`src/sv/afbu_pkg.sv`:
```
// Package for the activation forward/backward unit: widths, codes, the request,
// response and pipeline stage types, and the shared saturating clamp.
// No dependencies; every other file of the unit refers to it by scoped names.
package afbu_pkg;

  // Number format of the data fields and of the slope register.
  localparam int DATA_WIDTH     = 16;
  localparam int FRAC_BITS      = 12;
  localparam int SLOPE_FRAC     = 12;
  localparam int SLOPE_WIDTH    = 13;
  localparam int KIND_WIDTH     = 2;
  localparam int CFG_ADDR_WIDTH = 2;
  localparam int CFG_DATA_WIDTH = SLOPE_WIDTH;
  localparam int SLOPE_RESET    = 41;

  // Internal widths: multiplier operands, products, the final sum and the
  // piecewise-linear datapath.
  localparam int OPND_W = ((DATA_WIDTH > SLOPE_WIDTH) ? DATA_WIDTH : SLOPE_WIDTH) + 2;
  localparam int PROD_W = 2 * OPND_W;
  localparam int SUM_W  = PROD_W + 1;
  localparam int PWL_W  = ((DATA_WIDTH + 2) > (FRAC_BITS + 4)) ?
                          (DATA_WIDTH + 2) : (FRAC_BITS + 4);

  localparam logic signed [SUM_W-1:0] SUM_MAX =
    {{(SUM_W - DATA_WIDTH + 1){1'b0}}, {(DATA_WIDTH - 1){1'b1}}};
  localparam logic signed [SUM_W-1:0] SUM_MIN =
    {{(SUM_W - DATA_WIDTH + 1){1'b1}}, {(DATA_WIDTH - 1){1'b0}}};

  typedef enum logic [KIND_WIDTH-1:0] {
    KIND_LEAKY   = 2'd0,
    KIND_SIGMOID = 2'd1,
    KIND_TANH    = 2'd2
  } act_kind_e;

  typedef enum logic {
    PASS_FORWARD  = 1'b0,
    PASS_BACKWARD = 1'b1
  } act_pass_e;

  typedef enum logic [CFG_ADDR_WIDTH-1:0] {
    REG_KIND  = 2'd0,
    REG_DIR   = 2'd1,
    REG_SLOPE = 2'd2
  } cfg_reg_e;

  // Operation carried down the pipeline, decoded once at entry.
  typedef enum logic [2:0] {
    OP_FWD_LEAKY = 3'd0,
    OP_FWD_SIG   = 3'd1,
    OP_FWD_TANH  = 3'd2,
    OP_BWD_LEAKY = 3'd3,
    OP_BWD_SIG   = 3'd4,
    OP_BWD_TANH  = 3'd5
  } act_op_e;

  typedef struct packed {
    logic signed [DATA_WIDTH-1:0] x_value;
    logic signed [DATA_WIDTH-1:0] y_value;
    logic signed [DATA_WIDTH-1:0] upstream_grad;
    logic signed [DATA_WIDTH-1:0] grad_sum;
  } act_req_t;

  typedef struct packed {
    logic signed [DATA_WIDTH-1:0] result_value;
    logic                         saturated;
  } act_rsp_t;

  // Entry register contents.
  typedef struct packed {
    act_op_e                 op;
    act_req_t                req;
    logic [SLOPE_WIDTH-1:0]  slope;
  } afbu_s0_t;

  // After the first multiplier.
  typedef struct packed {
    act_op_e                      op;
    logic                         x_pos;
    logic signed [DATA_WIDTH-1:0] x;
    logic signed [DATA_WIDTH-1:0] g;
    logic signed [DATA_WIDTH-1:0] acc;
    logic signed [PWL_W-1:0]      pwl;
    logic signed [PROD_W-1:0]     m1;
  } afbu_s1_t;

  // After the derivative stage.
  typedef struct packed {
    act_op_e                      op;
    logic signed [DATA_WIDTH-1:0] base;
    logic signed [PROD_W-1:0]     addend;
    logic signed [DATA_WIDTH-1:0] d;
    logic signed [DATA_WIDTH-1:0] g;
  } afbu_s2_t;

  // After the second multiplier.
  typedef struct packed {
    act_op_e                      op;
    logic signed [DATA_WIDTH-1:0] base;
    logic signed [PROD_W-1:0]     addend;
    logic signed [PROD_W-1:0]     m2;
  } afbu_s3_t;

  // Clamp a wide signed value to the data range and report the clamp.
  function automatic act_rsp_t sat_clamp(input logic signed [SUM_W-1:0] v);
    act_rsp_t r;
    r.result_value = v[DATA_WIDTH-1:0];
    r.saturated    = 1'b0;
    if (v > SUM_MAX) begin
      r.result_value = {1'b0, {(DATA_WIDTH - 1){1'b1}}};
      r.saturated    = 1'b1;
    end else if (v < SUM_MIN) begin
      r.result_value = {1'b1, {(DATA_WIDTH - 1){1'b0}}};
      r.saturated    = 1'b1;
    end
    return r;
  endfunction

endpackage

```
`src/sv/afbu_front.sv`:
```
// First pipeline stage: operand selection for the first multiplier and the
// piecewise-linear sigmoid/tanh evaluation. Depends on afbu_pkg.
module afbu_front (
  input  logic               clk_i,
  input  logic               rst_ni,
  input  logic               valid_i,
  input  afbu_pkg::afbu_s0_t s0_i,
  output logic               valid_o,
  output afbu_pkg::afbu_s1_t s1_o
);

  localparam int OW = afbu_pkg::OPND_W;
  localparam int PW = afbu_pkg::PWL_W;
  localparam int FB = afbu_pkg::FRAC_BITS;

  localparam logic signed [PW-1:0] ONE_P  = PW'(2 ** FB);
  localparam logic signed [PW-1:0] HALF_P = PW'((2 ** FB) / 2);
  localparam logic signed [PW-1:0] FIVE_P = PW'(5 * (2 ** FB));
  localparam logic signed [PW-1:0] SEG_P  = PW'((19 * (2 ** FB)) / 8);
  localparam logic signed [PW-1:0] K27_P  = PW'((27 * (2 ** FB)) / 32);
  localparam logic signed [PW-1:0] K5_P   = PW'((5 * (2 ** FB)) / 8);
  localparam logic signed [OW-1:0] ONE_O  = OW'(2 ** FB);

  logic signed [OW-1:0] opa, opb, slope_s;
  logic signed [PW-1:0] v, a, s, sv, pwl;
  logic                 valid_q;
  afbu_pkg::afbu_s1_t   s1_d, s1_q;

  always_comb begin
    slope_s = $signed({{(OW - afbu_pkg::SLOPE_WIDTH){1'b0}}, s0_i.slope});

    // Tanh is evaluated as 2*sigmoid(2x) - 1 on the same segments.
    if (s0_i.op == afbu_pkg::OP_FWD_TANH) begin
      v = PW'(s0_i.req.x_value) <<< 1;
    end else begin
      v = PW'(s0_i.req.x_value);
    end
    a = v[PW-1] ? -v : v;

    if (a >= FIVE_P) begin
      s = ONE_P;
    end else if (a >= SEG_P) begin
      s = (a >>> 5) + K27_P;
    end else if (a >= ONE_P) begin
      s = (a >>> 3) + K5_P;
    end else begin
      s = (a >>> 2) + HALF_P;
    end
    sv  = v[PW-1] ? (ONE_P - s) : s;
    pwl = (s0_i.op == afbu_pkg::OP_FWD_TANH) ? ((sv <<< 1) - ONE_P) : sv;

    opa = '0;
    opb = '0;
    case (s0_i.op) inside
      afbu_pkg::OP_FWD_LEAKY: begin
        opa = OW'(s0_i.req.x_value);
        opb = slope_s;
      end
      afbu_pkg::OP_BWD_LEAKY: begin
        opa = OW'(s0_i.req.upstream_grad);
        opb = slope_s;
      end
      afbu_pkg::OP_BWD_SIG: begin
        opa = OW'(s0_i.req.y_value);
        opb = ONE_O - OW'(s0_i.req.y_value);
      end
      afbu_pkg::OP_BWD_TANH: begin
        opa = OW'(s0_i.req.y_value);
        opb = OW'(s0_i.req.y_value);
      end
      default: begin
      end
    endcase

    s1_d.op    = s0_i.op;
    s1_d.x_pos = (s0_i.req.x_value > 0);
    s1_d.x     = s0_i.req.x_value;
    s1_d.g     = s0_i.req.upstream_grad;
    s1_d.acc   = s0_i.req.grad_sum;
    s1_d.pwl   = pwl;
    s1_d.m1    = opa * opb;
  end

  always_ff @(posedge clk_i or negedge rst_ni) begin
    if (!rst_ni) begin
      valid_q <= 1'b0;
    end else begin
      valid_q <= valid_i;
    end
  end

  always_ff @(posedge clk_i) begin
    if (valid_i) begin
      s1_q <= s1_d;
    end
  end

  assign valid_o = valid_q;
  assign s1_o    = s1_q;

endmodule

```
`src/sv/afbu_deriv.sv`:
```
// Second pipeline stage: scales the first product, forms the clamped local
// derivative and the leaky ReLU and forward terms. Depends on afbu_pkg.
module afbu_deriv (
  input  logic               clk_i,
  input  logic               rst_ni,
  input  logic               valid_i,
  input  afbu_pkg::afbu_s1_t s1_i,
  output logic               valid_o,
  output afbu_pkg::afbu_s2_t s2_o
);

  localparam int RW = afbu_pkg::PROD_W;
  localparam logic signed [RW-1:0] ONE_W = RW'(2 ** afbu_pkg::FRAC_BITS);

  logic signed [RW-1:0] sh_slope, sh_frac, dw;
  afbu_pkg::act_rsp_t   dc;
  logic                 valid_q;
  afbu_pkg::afbu_s2_t   s2_d, s2_q;

  always_comb begin
    sh_slope = s1_i.m1 >>> afbu_pkg::SLOPE_FRAC;
    sh_frac  = s1_i.m1 >>> afbu_pkg::FRAC_BITS;
    dw       = (s1_i.op == afbu_pkg::OP_BWD_TANH) ? (ONE_W - sh_frac) : sh_frac;
    // The derivative is held at data width, so out-of-range y clamps here.
    dc       = afbu_pkg::sat_clamp(afbu_pkg::SUM_W'(dw));

    s2_d.op     = s1_i.op;
    s2_d.base   = '0;
    s2_d.addend = '0;
    s2_d.d      = dc.result_value;
    s2_d.g      = s1_i.g;
    case (s1_i.op) inside
      afbu_pkg::OP_FWD_LEAKY: begin
        s2_d.addend = s1_i.x_pos ? RW'(s1_i.x) : sh_slope;
      end
      afbu_pkg::OP_BWD_LEAKY: begin
        s2_d.base   = s1_i.acc;
        s2_d.addend = s1_i.x_pos ? RW'(s1_i.g) : sh_slope;
      end
      afbu_pkg::OP_FWD_SIG, afbu_pkg::OP_FWD_TANH: begin
        s2_d.addend = RW'(s1_i.pwl);
      end
      afbu_pkg::OP_BWD_SIG, afbu_pkg::OP_BWD_TANH: begin
        s2_d.base = s1_i.acc;
      end
      default: begin
      end
    endcase
  end

  always_ff @(posedge clk_i or negedge rst_ni) begin
    if (!rst_ni) begin
      valid_q <= 1'b0;
    end else begin
      valid_q <= valid_i;
    end
  end

  always_ff @(posedge clk_i) begin
    if (valid_i) begin
      s2_q <= s2_d;
    end
  end

  assign valid_o = valid_q;
  assign s2_o    = s2_q;

endmodule

```
`src/sv/afbu_mul2.sv`:
```
// Third pipeline stage: multiplies the upstream gradient by the local
// derivative for the sigmoid and tanh backward pass. Depends on afbu_pkg.
module afbu_mul2 (
  input  logic               clk_i,
  input  logic               rst_ni,
  input  logic               valid_i,
  input  afbu_pkg::afbu_s2_t s2_i,
  output logic               valid_o,
  output afbu_pkg::afbu_s3_t s3_o
);

  logic               valid_q;
  afbu_pkg::afbu_s3_t s3_d, s3_q;

  always_comb begin
    s3_d.op     = s2_i.op;
    s3_d.base   = s2_i.base;
    s3_d.addend = s2_i.addend;
    s3_d.m2     = s2_i.g * s2_i.d;
  end

  always_ff @(posedge clk_i or negedge rst_ni) begin
    if (!rst_ni) begin
      valid_q <= 1'b0;
    end else begin
      valid_q <= valid_i;
    end
  end

  always_ff @(posedge clk_i) begin
    if (valid_i) begin
      s3_q <= s3_d;
    end
  end

  assign valid_o = valid_q;
  assign s3_o    = s3_q;

endmodule

```
`src/sv/afbu_accum.sv`:
```
// Last pipeline stage: adds the term to the base, saturates to the data
// range and drives the response register. Depends on afbu_pkg.
module afbu_accum (
  input  logic               clk_i,
  input  logic               rst_ni,
  input  logic               valid_i,
  input  afbu_pkg::afbu_s3_t s3_i,
  output logic               done_o,
  output afbu_pkg::act_rsp_t rsp_o
);

  localparam int RW = afbu_pkg::PROD_W;
  localparam int SW = afbu_pkg::SUM_W;

  logic signed [RW-1:0] term;
  logic signed [SW-1:0] sum;
  logic                 done_q;
  afbu_pkg::act_rsp_t   rsp_d, rsp_q;

  always_comb begin
    if (s3_i.op == afbu_pkg::OP_BWD_SIG || s3_i.op == afbu_pkg::OP_BWD_TANH) begin
      term = s3_i.m2 >>> afbu_pkg::FRAC_BITS;
    end else begin
      term = s3_i.addend;
    end
    sum   = SW'(s3_i.base) + SW'(term);
    rsp_d = afbu_pkg::sat_clamp(sum);
  end

  always_ff @(posedge clk_i or negedge rst_ni) begin
    if (!rst_ni) begin
      done_q <= 1'b0;
    end else begin
      done_q <= valid_i;
    end
  end

  always_ff @(posedge clk_i) begin
    if (valid_i) begin
      rsp_q <= rsp_d;
    end
  end

  assign done_o = done_q;
  assign rsp_o  = rsp_q;

endmodule

```
`src/sv/activation_forward_backward_unit.sv`:
```
// Top level of the element-wise activation unit: configuration registers,
// entry register and the four compute stages. Depends on afbu_pkg and the
// afbu_front, afbu_deriv, afbu_mul2 and afbu_accum stage modules.
//
// Usage: a request (x_value, y_value, upstream_grad, grad_sum in signed Q4.12)
// is taken at a rising edge where start is high and busy is low. busy is
// held low at all times, so one request may be issued on every cycle.
// Each request yields exactly one response (result_value, saturated) that is
// shown on rsp_o for a single cycle while done_o is high; the receiver must
// take it then, as the unit has no means to hold it.
// Path: the response is registered in the sum and clamp register after the
// request has passed the entry register, first multiplier, derivative and
// second multiplier registers, in that order.
// Throughput is one request per cycle; the two multipliers set the stage
// boundaries.
// Configuration: cfg_we_i writes cfg_wdata_i into the register chosen by
// cfg_addr_i (0 kind, 1 pass direction, 2 negative slope) on the same edge.
// Change it only while no request is in flight; each request samples the
// configuration as it enters. Reset clears the pipeline valid bits and
// returns the registers to leaky ReLU, forward pass and a slope of 41.
module activation_forward_backward_unit (
  input  logic                                 clk_i,
  input  logic                                 rst_ni,
  input  logic                                 start,
  output logic                                 busy,
  input  afbu_pkg::act_req_t                   req_i,
  output logic                                 done_o,
  output afbu_pkg::act_rsp_t                   rsp_o,
  input  logic                                 cfg_we_i,
  input  logic [afbu_pkg::CFG_ADDR_WIDTH-1:0]  cfg_addr_i,
  input  logic [afbu_pkg::CFG_DATA_WIDTH-1:0]  cfg_wdata_i
);

  // Configuration registers. The kind is kept as raw bits because the unused
  // code must still be held; it decodes as leaky ReLU.
  logic [afbu_pkg::KIND_WIDTH-1:0]  kind_q;
  afbu_pkg::act_pass_e              dir_q;
  logic [afbu_pkg::SLOPE_WIDTH-1:0] slope_q;

  // Entry register and the valid bits between the stages.
  logic               accept;
  logic               v0_q;
  afbu_pkg::afbu_s0_t s0_d, s0_q;
  logic               v1, v2, v3;
  afbu_pkg::afbu_s1_t s1;
  afbu_pkg::afbu_s2_t s2;
  afbu_pkg::afbu_s3_t s3;
  afbu_pkg::act_op_e  op;

  // The pipeline never stalls, so the unit is never busy.
  assign busy   = 1'b0;
  assign accept = start && !busy;

  always_ff @(posedge clk_i or negedge rst_ni) begin
    if (!rst_ni) begin
      kind_q  <= afbu_pkg::KIND_LEAKY;
      dir_q   <= afbu_pkg::PASS_FORWARD;
      slope_q <= afbu_pkg::SLOPE_WIDTH'(afbu_pkg::SLOPE_RESET);
    end else if (cfg_we_i) begin
      unique case (cfg_addr_i)
        afbu_pkg::REG_KIND: begin
          kind_q <= cfg_wdata_i[afbu_pkg::KIND_WIDTH-1:0];
        end
        afbu_pkg::REG_DIR: begin
          dir_q <= afbu_pkg::act_pass_e'(cfg_wdata_i[0]);
        end
        afbu_pkg::REG_SLOPE: begin
          slope_q <= cfg_wdata_i[afbu_pkg::SLOPE_WIDTH-1:0];
        end
        default: begin
          // Writes beyond the register list are ignored.
        end
      endcase
    end
  end

  // Decode the function and pass into one operation code for the pipeline.
  always_comb begin
    if (dir_q == afbu_pkg::PASS_BACKWARD) begin
      unique case (kind_q)
        afbu_pkg::KIND_SIGMOID: op = afbu_pkg::OP_BWD_SIG;
        afbu_pkg::KIND_TANH:    op = afbu_pkg::OP_BWD_TANH;
        default:                op = afbu_pkg::OP_BWD_LEAKY;
      endcase
    end else begin
      unique case (kind_q)
        afbu_pkg::KIND_SIGMOID: op = afbu_pkg::OP_FWD_SIG;
        afbu_pkg::KIND_TANH:    op = afbu_pkg::OP_FWD_TANH;
        default:                op = afbu_pkg::OP_FWD_LEAKY;
      endcase
    end
    s0_d.op    = op;
    s0_d.req   = req_i;
    s0_d.slope = slope_q;
  end

  always_ff @(posedge clk_i or negedge rst_ni) begin
    if (!rst_ni) begin
      v0_q <= 1'b0;
    end else begin
      v0_q <= accept;
    end
  end

  always_ff @(posedge clk_i) begin
    if (accept) begin
      s0_q <= s0_d;
    end
  end

  // Stage one: first multiplier and the piecewise-linear curve.
  afbu_front u_front (
    .clk_i   (clk_i),
    .rst_ni  (rst_ni),
    .valid_i (v0_q),
    .s0_i    (s0_q),
    .valid_o (v1),
    .s1_o    (s1)
  );

  // Stage two: product scaling and the clamped local derivative.
  afbu_deriv u_deriv (
    .clk_i   (clk_i),
    .rst_ni  (rst_ni),
    .valid_i (v1),
    .s1_i    (s1),
    .valid_o (v2),
    .s2_o    (s2)
  );

  // Stage three: gradient times derivative.
  afbu_mul2 u_mul2 (
    .clk_i   (clk_i),
    .rst_ni  (rst_ni),
    .valid_i (v2),
    .s2_i    (s2),
    .valid_o (v3),
    .s3_o    (s3)
  );

  // Stage four: accumulate, saturate and present the response.
  afbu_accum u_accum (
    .clk_i   (clk_i),
    .rst_ni  (rst_ni),
    .valid_i (v3),
    .s3_i    (s3),
    .done_o  (done_o),
    .rsp_o   (rsp_o)
  );

endmodule
```
`config.mk`:
```
export PLATFORM = sky130hd
export DESIGN_NAME = activation_forward_backward_unit
export DESIGN_NICKNAME = d
export VERILOG_FILES = /design/src/sv/afbu_pkg.sv /design/src/sv/afbu_front.sv /design/src/sv/afbu_deriv.sv /design/src/sv/afbu_mul2.sv /design/src/sv/afbu_accum.sv /design/src/sv/activation_forward_backward_unit.sv
export SDC_FILE = /design/constraint.sdc
export NUM_CORES = 2
export LEC_CHECK = 0
export ABC_AREA = 1
export BUFFER_PORTS_ARGS = -buffer_cell sky130_fd_sc_hd__buf_2
export CORE_MARGIN = 3
export CORE_UTILIZATION = 66
export CTS_BUF_LIST = sky130_fd_sc_hd__clkbuf_8
export CTS_CLUSTER_DIAMETER = 150
export DETAILED_ROUTE_END_ITERATION = 10
export PLACE_DENSITY = 0.86
export SETUP_SLACK_MARGIN = 0.4
export SLEW_MARGIN = 20
export SYNTH_ARGS = -nofsm -noshare
export SYNTH_HDL_FRONTEND = slang
export SYNTH_SLANG_ARGS = --single-unit
```
`constraint.sdc`:
```
create_clock -name clk_i -period 15.2 [get_ports clk_i]
set_clock_uncertainty 0.1 [all_clocks]
set_input_delay 2.28 -clock clk_i [delete_from_list [all_inputs] [get_ports clk_i]]
set_output_delay 2.28 -clock clk_i [all_outputs]
set_load 0.02 [all_outputs]
```
# Word level (Yosys, flattened, before mapping)
# Cells that the tools add are included.
# classes
addsub,9
multipliers,2
order_cmp,8
n_eq_ne,15
n_mux,29
reduce_logical,9
# ops
operator,count
36-bit two-way mux,7
18-bit two-way mux,13
16-bit two-way mux,4
16-bit by 36-bit adder with 37-bit output,1
37-bit by 16-bit > comparator with 1-bit output (second input constant),1
37-bit by 16-bit < comparator with 1-bit output (second input constant),1
36-bit by 16-bit > comparator with 1-bit output (second input constant),1
36-bit by 16-bit < comparator with 1-bit output (second input constant),1
18-bit by 18-bit multiplier with 36-bit output,1
17-bit two-way mux,2
16-bit by 16-bit multiplier with 32-bit output,1
14-bit by 24-bit subtractor with 25-bit output (first input constant),1
3-bit == test (second input constant),6
18-bit by 14-bit greater-or-equal comparator with 1-bit output (second input constant),1
18-bit by 15-bit greater-or-equal comparator with 1-bit output (second input constant),1
18-bit by 16-bit greater-or-equal comparator with 1-bit output (second input constant),1
17-bit negator with 18-bit output,1
14-bit by 18-bit subtractor with 18-bit output (first input constant),1
18-bit by 14-bit subtractor with 18-bit output (second input constant),1
16-bit by 13-bit adder with 17-bit output (second input constant),1
14-bit by 16-bit subtractor with 17-bit output (first input constant),1
15-bit by 13-bit adder with 16-bit output (second input constant),1
16-bit by 1-bit > comparator with 1-bit output (second input constant),1
13-bit by 13-bit adder with 14-bit output (second input constant),1
12 further kinds,21
# word_totals
ff_bits,402
input_bits,83
out_inout_bits,19

# Logic depth before layout (Yosys ltp)
# logic_depth
depth_word,12
depth_mapped,40
ltp_nobuf,39

# Hierarchy
# Synthesis repeated with hierarchy kept, for this count alone.
# unflattened
hier_cells,4957
area_unflattened_um2,42170.4
# by_module_without_submodules
module,instances,cells_each,area_per_inst_um2,seq_area_each_um2
afbu_front,1,2004,17127.7,3208.1
afbu_mul2,1,1548,13508.0,2637.5
afbu_deriv,1,472,4197.8,2277.2
afbu_accum,1,763,4106.4,535.5
activation_forward_backward_unit,1,170,3230.6,2831.5

# Least setup slack after synthesis
# Ideal clock, no wire load.
# synth_timing
kind,register to register
start,reg s0_q[77] (netlist bit)
end,reg u_front.s1_q (netlist bit u_front.s1_o[31]) (data pin)
setup_time_ps,260
t_arrival_ps,6860
path_slack_ps,7980
stages_incl_launch_ff,33
period_less_slack_ps,7220
path_cell_list,edfxtp_1 -> nor2_4 -> buf_4 -> nand2_1 -> clkbuf_1 -> clkbuf_1 -> a31oi_1 -> clkbuf_1 -> nand2_1 -> fa_1 -> inv_1 -> fa_1 -> inv_1 -> fa_1 -> inv_1 -> fa_1 -> fa_1 -> inv_1 -> fa_1 -> inv_1 -> ha_1 -> nand2_1 -> nor2_1 -> inv_1 -> o221ai_1 -> a21oi_1 -> o21ai_0 -> nand2_1 -> nand2_1 -> nand2_1 -> nand2_1 -> a21oi_1 -> xnor2_1
# synth_lines
item,line_no,text
from (decl),activation_forward_backward_unit.sv:43,"afbu_pkg::afbu_s0_t s0_d, s0_q;"
from (signal assigned),activation_forward_backward_unit.sv:107,s0_q <= s0_d;
to (signal assigned),afbu_front.sv:94,s1_q <= s1_d;
to (decl),afbu_front.sv:27,"afbu_pkg::afbu_s1_t s1_d, s1_q;"

==> summary.md <==
| Metric | Value |
|---|---|
| H-tree levels | 2 |
| Count of input and output buffers | 100 |
| Worst-case register-to-register setup slack | ~6.5 ns |
| Post-Syn Nets | about 5,000 |
| Clock tree root buffer cell | sky130_fd_sc_hd__clkbuf_8 |
| Cell Area, Synth | 37,500 sq um |
| Number of register bits inferred by synthesis | roughly 350 |
| First-pass GRT wire length | roughly 150,000 microns |
| Sort of element at the start of the critical path | flop |
| Maximum Capacitance Violations | 0 |
| Number of nets with antenna violations after routing | 0 |
| Relative slew margins | 0.270 |
| Core box area | around 56,000 sq um |
| Top cell type's share of synthesized area | 0.303 |
| Prevailing post-synth register cell | sky130_fd_sc_hd__edfxtp_1 |
| FF-to-FF path depth | 27 |
| End of the worst register-to-register path | u_front.s1_o[34] |
| Die ar. | a little under 60,000 sq um |
| Total Wirelength | slightly above 90,000 microns |
| Final-report hold violation count | 0 |
| Rows | 86 |
| Number of top-level pins | about 100 |
| Effective utilization at floorplan | 0.674 |
| Post-synth cell types | 67 |
| Final Critical Period | slightly below 9 ns |
| Worst-margin pin slew | about 1.1 ns |
| Worst path slowest cell | sky130_fd_sc_hd__fa_1 |
| Class of the most critical setup path | reg2reg |
| Setup Viol. Count Final | 0 |
| Number of warning messages in the yosys log | 0 |
| Max-slew violation total from the final report | 0 |
| Final net count | 4,985 |
| Via count | around 27,000 |
| Final cell count without fillers | about 4,900 |
| Post-CTS clock slew at the launch and capture registers of the worst setup and hold paths | approximately 0.070 ns |
| Total clock buffers created by CTS | between 50 and 60 |
| RR Startpoint | s0_q[78] |
| Wire per inst | around 18 microns |
| Fmax | 115 MHz |
| Last weighted congestion value of the routability-driven placer | about 1.1 |
| Vertical die dimension | roughly 240 microns |
| Via density | ~5.6 |
| Critical hold path startpoint | u_deriv.s2_o[50] |
| Sink Count | around 350 |
| Total half-perimeter wirelength after legalization and detailed placement | 72,700 microns |
| Area added between synthesis and finish | 6.42% |
| Synth async-reset ratio | 0.0603 |
| Number of placed instances with taps included | 4,822 |
| Syn Inst Count | ~4,100 |
| Clock network latency to the later pin of the worst-skew pair | around 0.68 ns |
| Number of global-route vias before repair | roughly 29,000 |
| Share of post-route cells with drive strength above 1 | 0.0855 |
| Number of antenna violations at the first check in global routing | 1 |
| Worst Path Max Fanout | 15 |
| Element type at the critical path end | flop |
| WHS Path Cells | 0 |
| Sink of the worst hold path | u_mul2.s3_o[54] |
| Run status | finished clean |
| Drc violations | 0 |
| Router iterations before antenna repair | 7 |
| Setup repair after global routing missed its margin | false |
| Final antenna diode count | 0 |
| Clock tree from TritonCTS | done |
| Cts hold-fix bufs | 0 |
| Final worst path period share | 0.572 |
| Maximum single-stage delay on the critical path | between 1 and 1.5 ns |
| Worst hold margin | between 0.3 and 0.4 ns |
| Post-CTS setup buffer count | 0 |
| Cells taking the most area after synthesis | sky130_fd_sc_hd__fa_1 30%, sky130_fd_sc_hd__edfxtp_1 26%, sky130_fd_sc_hd__inv_1 9.3% |
| EDFF count, synth | around 330 |
| Worst min path class | reg2reg |
| Top cell type by total area after synthesis | sky130_fd_sc_hd__fa_1 |
| Leftover overflow at the end of global routing | 0 |
| Mean instance size in the synthesized netlist | around 9.2 sq um |
| Required time of the critical path | around 16 ns |
| Aggregate negative setup slack | 0 ns |
| Pin count of the biggest net entering global routing | between 70 and 80 |
| Post-CTS sizing | 0 |
| Data arrival, critical path | around 9 ns |
| Die W | 244 microns |
| Drt initial violations | between 2,000 and 2,500 |
| Total routing usage reported by global routing | 0.315 |
| Sequential area share after synthesis | 0.276 |
| Filler cell count in the final layout | between 3,000 and 4,000 |
| Buffer levels on the longest clock path | 3 |
[flip-flops by register name, summed over array words and instances (netlist names)]
signal / flops
slope_q: 13
dir_q: 1
u_mul2.valid_o: 1
v0_q: 1
s0_q: 80
kind_q: 2
u_front.s1_o: 94
u_accum.done_o: 1
u_front.valid_o: 1
u_mul2.s3_o: 62
u_accum.rsp_o: 17
u_deriv.valid_o: 1
u_deriv.s2_o: 74
[logic make-up after synthesis]
logic type | Yosys count | synth area share
mux | 12 | 0.00361
simple gates | 1437 | 0.162
fa+ha+maj | 771 | 0.371
other cells | 1 | 0.000100
buf+inv | 1067 | 0.109
compound gates | 310 | 0.0499
xor+xnor | 119 | 0.0278
flops | 348 | 0.276
[cells in the final DEF (no fill, tap or decap), types with 18 or more instances in the layout]
cell type                  instances
sky130_fd_sc_hd__nor2_1          269
sky130_fd_sc_hd__nand2_2          34
sky130_fd_sc_hd__fa_1            568
sky130_fd_sc_hd__xnor2_1          41
sky130_fd_sc_hd__nand2_1         926
sky130_fd_sc_hd__edfxtp_1        327
sky130_fd_sc_hd__nor3_1           18
sky130_fd_sc_hd__a21oi_1         124
sky130_fd_sc_hd__buf_2            99
sky130_fd_sc_hd__clkbuf_8         59
sky130_fd_sc_hd__buf_4            35
sky130_fd_sc_hd__o21ai_0          71
sky130_fd_sc_hd__xor2_1           78
sky130_fd_sc_hd__ha_1            203
sky130_fd_sc_hd__nand3_1          93
sky130_fd_sc_hd__inv_1           939
[synth_stat cells, types with 5 or more instances]
| cell type | number |
|---|---|
| sky130_fd_sc_hd__o21a_1 | 10 |
| sky130_fd_sc_hd__nand3_1 | 93 |
| sky130_fd_sc_hd__mux2_2 | 12 |
| sky130_fd_sc_hd__o21ai_1 | 15 |
| sky130_fd_sc_hd__xor2_1 | 78 |
| sky130_fd_sc_hd__fa_1 | 568 |
| sky130_fd_sc_hd__nor2_2 | 13 |
| sky130_fd_sc_hd__nand3_2 | 15 |
| sky130_fd_sc_hd__nor2_1 | 271 |
| sky130_fd_sc_hd__nand4_1 | 15 |
| sky130_fd_sc_hd__a21oi_1 | 124 |
| sky130_fd_sc_hd__nand2_4 | 11 |
| sky130_fd_sc_hd__xnor2_1 | 41 |
| sky130_fd_sc_hd__buf_2 | 7 |
| sky130_fd_sc_hd__a21o_1 | 9 |
| sky130_fd_sc_hd__nand2_1 | 926 |
| sky130_fd_sc_hd__a221o_1 | 16 |
| sky130_fd_sc_hd__nand2_2 | 34 |
| sky130_fd_sc_hd__o31ai_1 | 7 |
| sky130_fd_sc_hd__inv_2 | 7 |
| sky130_fd_sc_hd__a31oi_1 | 20 |
| sky130_fd_sc_hd__nand3b_1 | 9 |
| sky130_fd_sc_hd__o21ai_0 | 71 |
| sky130_fd_sc_hd__o21ai_2 | 5 |
| sky130_fd_sc_hd__dfrtp_1 | 18 |
| sky130_fd_sc_hd__edfxtp_1 | 327 |
| sky130_fd_sc_hd__inv_1 | 930 |
| sky130_fd_sc_hd__ha_1 | 203 |
| sky130_fd_sc_hd__clkbuf_1 | 109 |
| sky130_fd_sc_hd__nor3_1 | 18 |
| sky130_fd_sc_hd__or2_2 | 15 |
[per-stage QoR]
step / utilization / worst slack, ns / area, sq um
finish: 0.717 / 6.50 / 39900
global route: 0.717 / 5.98 / 39900
CTS: 0.717 / 6.60 / 39900
detailed placement: 0.695 / 6.62 / 38700
global placement: 0.695 / 6.88 / 38700
floorplan: - / 7.98 / 37500
[per-layer routing]
layer / routed length (microns) / GRT usage
met1: 32400 / 0.382
met3: 8320 / 0.0605
met4: 5940 / 0.172
met5: 0 / 0
met2: 44300 / 0.534
[cell type report]
cell class | instances | area (sq um) | area share
Clock buffer | 59 | 812 | 0.0204
Tap cell | 748 | 936 | 0.0235
Timing Repair Buffer | 134 | 758 | 0.0190
Sequential cell | 348 | 10400 | 0.260
Inverter | 942 | 3550 | 0.0890
Clock inverter | 41 | 409 | 0.0103
Multi-Input combinational cell | 2650 | 23100 | 0.578
[worst max-delay path: cells and delay by family, from the launching register on]
kind                       cells  cell delay (ns)
buffers and inverters          5             0.84
adders and majority gates      7             4.05
xor gates and xnor gates       1             0.14
DFF                            1             0.61
and+or+nand+nor               10             2.10
AOI/OAI and AO/OA              4             0.61
[worst max path at each step]
stage / from / end / slack, ns
global route: s0_q[78] / u_front.s1_o[34] / 5.98
CTS: s0_q[78] / u_front.s1_o[34] / 6.60
finish: s0_q[78] / u_front.s1_o[34] / 6.50
detailed placement: s0_q[78] / u_front.s1_o[34] / 6.62
floorplan: s0_q[77] / u_front.s1_o[31] / 7.98
global placement: s0_q[78] / u_front.s1_o[34] / 6.88
Power is left out: the tool's default activity adds up to more than one toggle a clock period on the data nets, which glitch-free logic cannot reach.
